===== src/hw/rtl/ewsd_pkg.sv =====
// ----------------------------------------------------------------------------
// ewsd_pkg - shared types and constants
// Register map, command codes, reset values and the structs passed between
// the top level and the update datapath of the weight stability detector.
// ----------------------------------------------------------------------------
package ewsd_pkg;

  // register indexes (byte address = 4 * index)
  typedef enum logic [1:0] {
    REG_ALPHA  = 2'd0,
    REG_SETTLE = 2'd1,
    REG_BREAK  = 2'd2,
    REG_STIME  = 2'd3
  } reg_idx_t;

  localparam int unsigned ADDR_W = 4;

  // command codes carried in tuser
  localparam logic CMD_SAMPLE = 1'b0;
  localparam logic CMD_TARE   = 1'b1;

  // register reset values
  localparam logic [15:0] ALPHA_RST  = 16'd13107;  // ~0.2 in Q0.16
  localparam logic [15:0] SETTLE_RST = 16'd77;     // ~0.3 g in Q8
  localparam logic [15:0] BREAK_RST  = 16'd512;    // 2.0 g in Q8
  localparam logic [31:0] STIME_RST  = 32'd1500;   // ms

  typedef struct packed {
    logic [15:0] alpha_q16;
    logic [15:0] settle_threshold;
    logic [15:0] break_threshold;
    logic [31:0] settle_time_ms;
  } cfg_t;

  typedef struct packed {
    logic signed [31:0] filter_value;
    logic               first_pending;
    logic signed [31:0] reference_weight;
    logic        [31:0] window_start_ms;
    logic               stable_state;
    logic signed [31:0] latched_weight;
  } state_t;

  typedef struct packed {
    logic               command;
    logic signed [31:0] raw_weight;
    logic        [31:0] now_ms;
  } item_t;

  typedef struct packed {
    logic signed [31:0] filtered_weight;
    logic signed [31:0] stable_value;
    logic               stable_flag;
  } result_t;

endpackage


===== src/hw/rtl/ewsd_core.sv =====
// ----------------------------------------------------------------------------
// ewsd_core - per-word update datapath
// EMA step, settle window, break check and tare for one word; gives the next
// state and the result word from the current state and configuration.
// ----------------------------------------------------------------------------
module ewsd_core (
  input  ewsd_pkg::cfg_t    cfg,
  input  ewsd_pkg::state_t  cur,
  input  ewsd_pkg::item_t   item,
  output ewsd_pkg::state_t  nxt,
  output ewsd_pkg::result_t res
);
  import ewsd_pkg::*;

  logic signed [32:0] diff;
  logic signed [49:0] prod;
  logic signed [49:0] step;
  logic signed [31:0] filt;
  logic signed [32:0] dev_ref;
  logic signed [32:0] dev_lat;
  logic        [32:0] abs_ref;
  logic        [32:0] abs_lat;
  logic        [31:0] elapsed;

  // EMA: filter + floor(alpha * (raw - filter) / 2^16), stays in 32 bits
  assign diff = 33'(item.raw_weight) - 33'(cur.filter_value);
  assign prod = 50'(diff) * $signed({34'd0, cfg.alpha_q16});
  assign step = prod >>> 16;
  assign filt = cur.first_pending ? item.raw_weight
                                  : cur.filter_value + step[31:0];

  assign dev_ref = 33'(filt) - 33'(cur.reference_weight);
  assign dev_lat = 33'(filt) - 33'(cur.latched_weight);
  assign abs_ref = dev_ref[32] ? 33'(-dev_ref) : 33'(dev_ref);
  assign abs_lat = dev_lat[32] ? 33'(-dev_lat) : 33'(dev_lat);
  assign elapsed = item.now_ms - cur.window_start_ms;

  always_comb begin
    nxt = cur;
    if (item.command == CMD_TARE) begin
      nxt.first_pending    = 1'b1;
      nxt.stable_state     = 1'b0;
      nxt.reference_weight = '0;
      nxt.window_start_ms  = item.now_ms;
    end else begin
      nxt.filter_value  = filt;
      nxt.first_pending = 1'b0;
      if (!cur.stable_state) begin
        if (abs_ref > {17'd0, cfg.settle_threshold}) begin
          nxt.reference_weight = filt;
          nxt.window_start_ms  = item.now_ms;
        end else if (elapsed > cfg.settle_time_ms) begin
          nxt.stable_state   = 1'b1;
          nxt.latched_weight = filt;
        end
      end else if (abs_lat > {17'd0, cfg.break_threshold}) begin
        nxt.stable_state     = 1'b0;
        nxt.reference_weight = filt;
        nxt.window_start_ms  = item.now_ms;
      end
    end
  end

  assign res.filtered_weight = nxt.filter_value;
  assign res.stable_value    = nxt.stable_state ? nxt.latched_weight : '0;
  assign res.stable_flag     = nxt.stable_state;

endmodule


===== src/hw/rtl/ema_weight_stability_detector.sv =====
// ----------------------------------------------------------------------------
// ema_weight_stability_detector - EMA filter with settling detector
// Smooths weight samples and flags when the smoothed weight has settled.
// ----------------------------------------------------------------------------
// Usage:
//   Input stream (in_*): one word per weight sample or tare event. tuser
//   carries the command (0 sample, 1 tare), tdata carries raw weight and a
//   millisecond timestamp. Every input word yields exactly one output word.
//   Output stream (out_*): filtered weight, latched stable weight (zero when
//   not stable) and the stable flag in tuser.
//   Path: an accepted word is held in the input register, then written from
//   the update datapath into the result register, which drives out_tvalid.
//   Throughput: one word per cycle while out_tready stays high; the state
//   feedback loop (one 33x17 multiply, add and compare) is combinational.
//   Stall: a full result register that is not taken holds; one more word
//   is still taken into the input register, after which in_tready drops.
//   Reset (rst_n low, synchronous): registers return to their defaults,
//   filter state clears, the next sample loads the filter directly.
//   Configuration: APB writes, to be done only while the stream is idle.
// ----------------------------------------------------------------------------
module ema_weight_stability_detector (
  input  logic                        clk,
  input  logic                        rst_n,
  // input stream
  input  logic                        in_tvalid,
  output logic                        in_tready,
  input  logic [63:0]                 in_tdata,   // raw_weight[31:0], now_ms[63:32]
  input  logic                        in_tuser,   // command
  // result stream
  output logic                        out_tvalid,
  input  logic                        out_tready,
  output logic [63:0]                 out_tdata,  // filtered_weight[31:0], stable_value[63:32]
  output logic                        out_tuser,  // stable_flag
  // configuration
  input  logic                        cfg_psel,
  input  logic                        cfg_penable,
  input  logic                        cfg_pwrite,
  input  logic [ewsd_pkg::ADDR_W-1:0] cfg_paddr,
  input  logic [31:0]                 cfg_pwdata,
  output logic [31:0]                 cfg_prdata,
  output logic                        cfg_pready
);
  import ewsd_pkg::*;

  cfg_t     cfg_r;
  state_t   state_r;
  state_t   state_nxt;
  item_t    s1_item_r;
  logic     s1_valid_r;
  logic     out_valid_r;
  result_t  out_res_r;
  result_t  res_nxt;
  reg_idx_t cfg_idx;
  logic     cfg_wr;
  logic     s1_move;

  // ---------------- configuration port ----------------
  assign cfg_pready = 1'b1;
  assign cfg_idx    = reg_idx_t'(cfg_paddr[3:2]);
  assign cfg_wr     = cfg_psel & cfg_penable & cfg_pwrite & cfg_pready;

  always_ff @(posedge clk) begin
    if (!rst_n) begin
      cfg_r.alpha_q16        <= ALPHA_RST;
      cfg_r.settle_threshold <= SETTLE_RST;
      cfg_r.break_threshold  <= BREAK_RST;
      cfg_r.settle_time_ms   <= STIME_RST;
    end else if (cfg_wr) begin
      unique case (cfg_idx)
        REG_ALPHA:  cfg_r.alpha_q16        <= cfg_pwdata[15:0];
        REG_SETTLE: cfg_r.settle_threshold <= cfg_pwdata[15:0];
        REG_BREAK:  cfg_r.break_threshold  <= cfg_pwdata[15:0];
        REG_STIME:  cfg_r.settle_time_ms   <= cfg_pwdata;
        default: ;
      endcase
    end
  end

  always_comb begin
    unique case (cfg_idx)
      REG_ALPHA:  cfg_prdata = {16'd0, cfg_r.alpha_q16};
      REG_SETTLE: cfg_prdata = {16'd0, cfg_r.settle_threshold};
      REG_BREAK:  cfg_prdata = {16'd0, cfg_r.break_threshold};
      REG_STIME:  cfg_prdata = cfg_r.settle_time_ms;
      default:    cfg_prdata = '0;
    endcase
  end

  // ---------------- flow control ----------------
  // word in s1 moves to the result register when that register frees up
  assign s1_move   = s1_valid_r & (~out_valid_r | out_tready);
  assign in_tready = ~s1_valid_r | s1_move;

  always_ff @(posedge clk) begin
    if (!rst_n) begin
      s1_valid_r <= 1'b0;
    end else if (in_tready) begin
      s1_valid_r <= in_tvalid;
    end
  end

  always_ff @(posedge clk) begin
    if (in_tvalid && in_tready) begin
      s1_item_r.command    <= in_tuser;
      s1_item_r.raw_weight <= in_tdata[31:0];
      s1_item_r.now_ms     <= in_tdata[63:32];
    end
  end

  // ---------------- update datapath ----------------
  ewsd_core u_core (
    .cfg  (cfg_r),
    .cur  (state_r),
    .item (s1_item_r),
    .nxt  (state_nxt),
    .res  (res_nxt)
  );

  // filter state only advances when a word commits to the result register
  always_ff @(posedge clk) begin
    if (!rst_n) begin
      state_r.filter_value     <= '0;
      state_r.first_pending    <= 1'b1;
      state_r.reference_weight <= '0;
      state_r.window_start_ms  <= '0;
      state_r.stable_state     <= 1'b0;
      state_r.latched_weight   <= '0;
    end else if (s1_move) begin
      state_r <= state_nxt;
    end
  end

  // ---------------- result register ----------------
  always_ff @(posedge clk) begin
    if (!rst_n) begin
      out_valid_r <= 1'b0;
    end else if (s1_move) begin
      out_valid_r <= 1'b1;
    end else if (out_tready) begin
      out_valid_r <= 1'b0;
    end
  end

  always_ff @(posedge clk) begin
    if (s1_move) begin
      out_res_r <= res_nxt;
    end
  end

  assign out_tvalid = out_valid_r;
  assign out_tdata  = {out_res_r.stable_value, out_res_r.filtered_weight};
  assign out_tuser  = out_res_r.stable_flag;

endmodule


===== config.mk =====
export PLATFORM = sky130hd
export DESIGN_NAME = ema_weight_stability_detector
export DESIGN_NICKNAME = d
export VERILOG_FILES = /design/src/hw/rtl/ewsd_pkg.sv /design/src/hw/rtl/ewsd_core.sv /design/src/hw/rtl/ema_weight_stability_detector.sv
export SDC_FILE = /design/constraint.sdc
export NUM_CORES = 2
export LEC_CHECK = 0
export BUFFER_PORTS_ARGS = -buffer_cell sky130_fd_sc_hd__buf_2
export CAP_MARGIN = 20
export CORE_UTILIZATION = 45
export DETAILED_ROUTE_END_ITERATION = 7
export GPL_ROUTABILITY_DRIVEN = 0
export SLEW_MARGIN = 10
export SYNTH_ARGS = -nofsm -noshare
export SYNTH_HDL_FRONTEND = slang
export SYNTH_SLANG_ARGS = --single-unit

===== constraint.sdc =====
create_clock -name clk -period 17.3 [get_ports clk]
set_clock_uncertainty 0.2 [all_clocks]
set_input_delay 5.19 -clock clk [delete_from_list [all_inputs] [get_ports clk]]
set_output_delay 5.19 -clock clk [all_outputs]
set_load 0.01 [all_outputs]

==> impl_results.md <==
* First-pass GRT wire length at between 150000 and 200000 µm
* Largest cells by area after synthesis: fa_1 23%, ha_1 10%, dfxtp_1 10%
* Initial antenna violation count at 4
* Core ar. at 0.0933 mm²
* Dpl ws at -102 ps
* Period utilization at 0.962
* Final HPWL DP at 99000 µm
* Gr ovfl total at 0
* Number of global-route vias before repair at 34300
* Synth cell count leaders: 859 x inv_1, 666 x nand2_1, 494 x fa_1, 342 x ha_1, 268 x a21oi_1
* Cell Area, Synth at 0.0424 mm²
* Worst-skew pair later-pin latency at 670 ps
* CP peak stage delay at 530 ps
* Largest area contributor in the netlist: fa_1
* Non-filler instance count after layout at 6490
* CTS tree: yes
* Final net count at approximately 6100
* Register area at 0.00815 mm²
* Die X-Extent at between 300 and 400 µm
* Routed WL per cell at 19.3 µm
* Routed Antenna Nets at 0
* Worst setup SP type: flip-flop
* CTS Buf Count at 46
* Final setup fails at 0
* Number of buffers on the longest clock path at 3
* Fillers at 8934
* CTS root buffer: clkbuf_16
* Clk sink count at 342
* Count of different cell masters after synthesis at 97
* Slowest cell on the critical path: fa_1
* Design area at between 0.04 and 0.05 mm²
* Worst EP required at ~18000 ps
* Synth Instances at a little under 5000
* Synth Flop Type: dfxtp_1
* Final Hold Vio Count at 0
* Dpl cells at 6387
* Slew margin rel. at 0.230
* Area taken by multi-input logic gates at 0.0305 mm²
* # hold bufs at CTS at 0
* Die area at 0.0954 mm²
* Worst Slack Setup Final at roughly 660 ps
* Cell mode on critical path: buf_4
* Most common cell in the netlist: inv_1
* Post-DP Area at 0.0460 mm²
* Setup TNS at 0 ps
* Clk slew on worst S/H paths at 60 ps
* Vias at 35100
* Largest net degree at the start of global routing at 82
* WL final at 125000 µm
* Initial Util at 0.454
* Fraction of the yosys area taken by sequential cells at 0.192
* Antenna diodes at 0
* CP endpoint kind: flip-flop
* Synth top area share at 0.233
* IO buf count at 204
* Mapped Nets at 5858
* Syn_area_per_cell at roughly 8.6 µm²
* MaxCap Viol Count at 0
* Outcome: completed
* Row count at about 110
* Min Clock Period, post-route at 16640 ps
* Ratio of cells with drive above 1 in the final layout at 0.133
* R2R Setup Slk at 660 ps
* Arrival @ worst endpoint at 16960 ps
* Synthesis-stage register bit count at 342
* Fmax at 0.0601 GHz
* TritonRoute pass-1 iters at 5
* # IOs at 208
* First DRT Iteration DRCs at 2669
* Slew of the pin with the lowest slew margin at ~1200 ps
* Crit path kind: flip-flop to flip-flop
* Crit-path max FO at 16
* Synth warn at 0
* GRT Util Overall at 0.266
* Number of synthesized flops with an enable pin at 130
* Die H at 309 µm
* H-tree depth at 2
* Synthesis-to-layout area growth at 13.6%
* Via density at 5.40
* DRC Markers at 0
* Hold Path Class: flip-flop to flip-flop
* Asr flop ratio synth at 0
* Slew Limit Fails at 0
## state kept, by name (all words and copies together) (netlist names)
| signal | count |
|---|---|
| s1_item_r | 65 |
| out_tdata | 64 |
| cfg_r | 80 |
| state_r | 130 |
| s1_valid_r | 1 |
| out_tuser | 1 |
| out_tvalid | 1 |
## metal layers
layer	track usage	vias up	wire [µm]
li1	-	16600	-
met1	0.363	17300	55200
met2	0.432	1005	57900
met3	0.0331	202	7350
met4	0.0980	2	4820
met5	0	-	8
## area by class of cell
cell class	instances	area share
well taps	1254	0.0326
clock buffers	53	0.0262
flip-flops and latches	342	0.169
multi-input cells	3501	0.634
inverters	860	0.0672
repair buffers	447	0.0631
clock inverters	33	0.00746
## path summary, 6_finish.rpt
check,start,to,cells past startpoint
setup reg to reg,s1_item_r[33],out_tdata[49],80
hold reg to reg,cfg_r[20],cfg_r[20],2
hold / removal,cfg_r[20],cfg_r[20],2
setup / recovery,s1_item_r[33],out_tdata[49],80
## per-stage QoR
step	hold WS (ps)	utilization
floorplan	235	-
global placement	242	0.492
detailed placement	246	0.492
CTS	254	0.510
global route	268	0.516
finish	253	0.516
## cells by family (layout without fill, tap and decap cells)
kind of cell	count (synthesis)	in the layout	share of synthesized area
AOI/OAI and AO/OA	827	828	0.135
xor gates and xnor gates	200	200	0.0415
adders and majority gates	836	836	0.334
buffers and inverters	1072	1393	0.0969
DFF	342	342	0.192
muxes	107	107	0.0303
other	1	1	0.0000885
and+or+nand+nor	1529	1529	0.170
## critical path: cells and delay by family (launching register included)
family,cells,cell delay [ps]
and+or+nand+nor,19,2850
DFF,1,420
adders and majority gates,11,4580
AOI/OAI and AO/OA,30,5470
muxes,1,280
xor gates and xnor gates,5,870
buffers and inverters,14,1850
## timing repair
item / 4_1_cts / 5_1_grt
pin swaps: 1 / 30
gates resized for setup: 7 / 93
gates cloned: 1 / 3
setup endpoints to repair: 127 / 130
buffers inserted: 0 / 11
## placed cells by master, fill, tap and decap left out, types with 16 or more instances in the layout
master | Yosys | final
or3_1 | 26 | 26
a31oi_1 | 24 | 19
a21oi_1 | 268 | 261
o21ai_1 | 27 | 33
a21o_1 | 62 | 62
o211ai_1 | 33 | 33
clkbuf_16 | 0 | 50
nand4_1 | 32 | 32
buf_4 | 4 | 221
xnor2_1 | 143 | 137
and3_1 | 22 | 22
o21ai_0 | 98 | 87
nor2b_1 | 60 | 59
nand2_1 | 666 | 665
nor3_1 | 56 | 52
mux4_2 | 16 | 16
edfxtp_1 | 130 | 130
buf_2 | 8 | 203
or2_2 | 16 | 16
inv_1 | 859 | 857
a211oi_1 | 22 | 20
ha_1 | 342 | 340
dfxtp_1 | 212 | 209
xor2_1 | 56 | 56
o21a_1 | 46 | 45
a22o_1 | 32 | 32
mux2i_1 | 81 | 80
nand2b_1 | 30 | 30
nand3_1 | 68 | 67
and2_1 | 219 | 217
fa_1 | 494 | 494
nor2_1 | 266 | 259
o32ai_2 | 27 | 27
o21bai_1 | 24 | 23
Power is left out: the tool's default activity adds up to more than one toggle a clock period on the data nets, which glitch-free logic cannot reach.
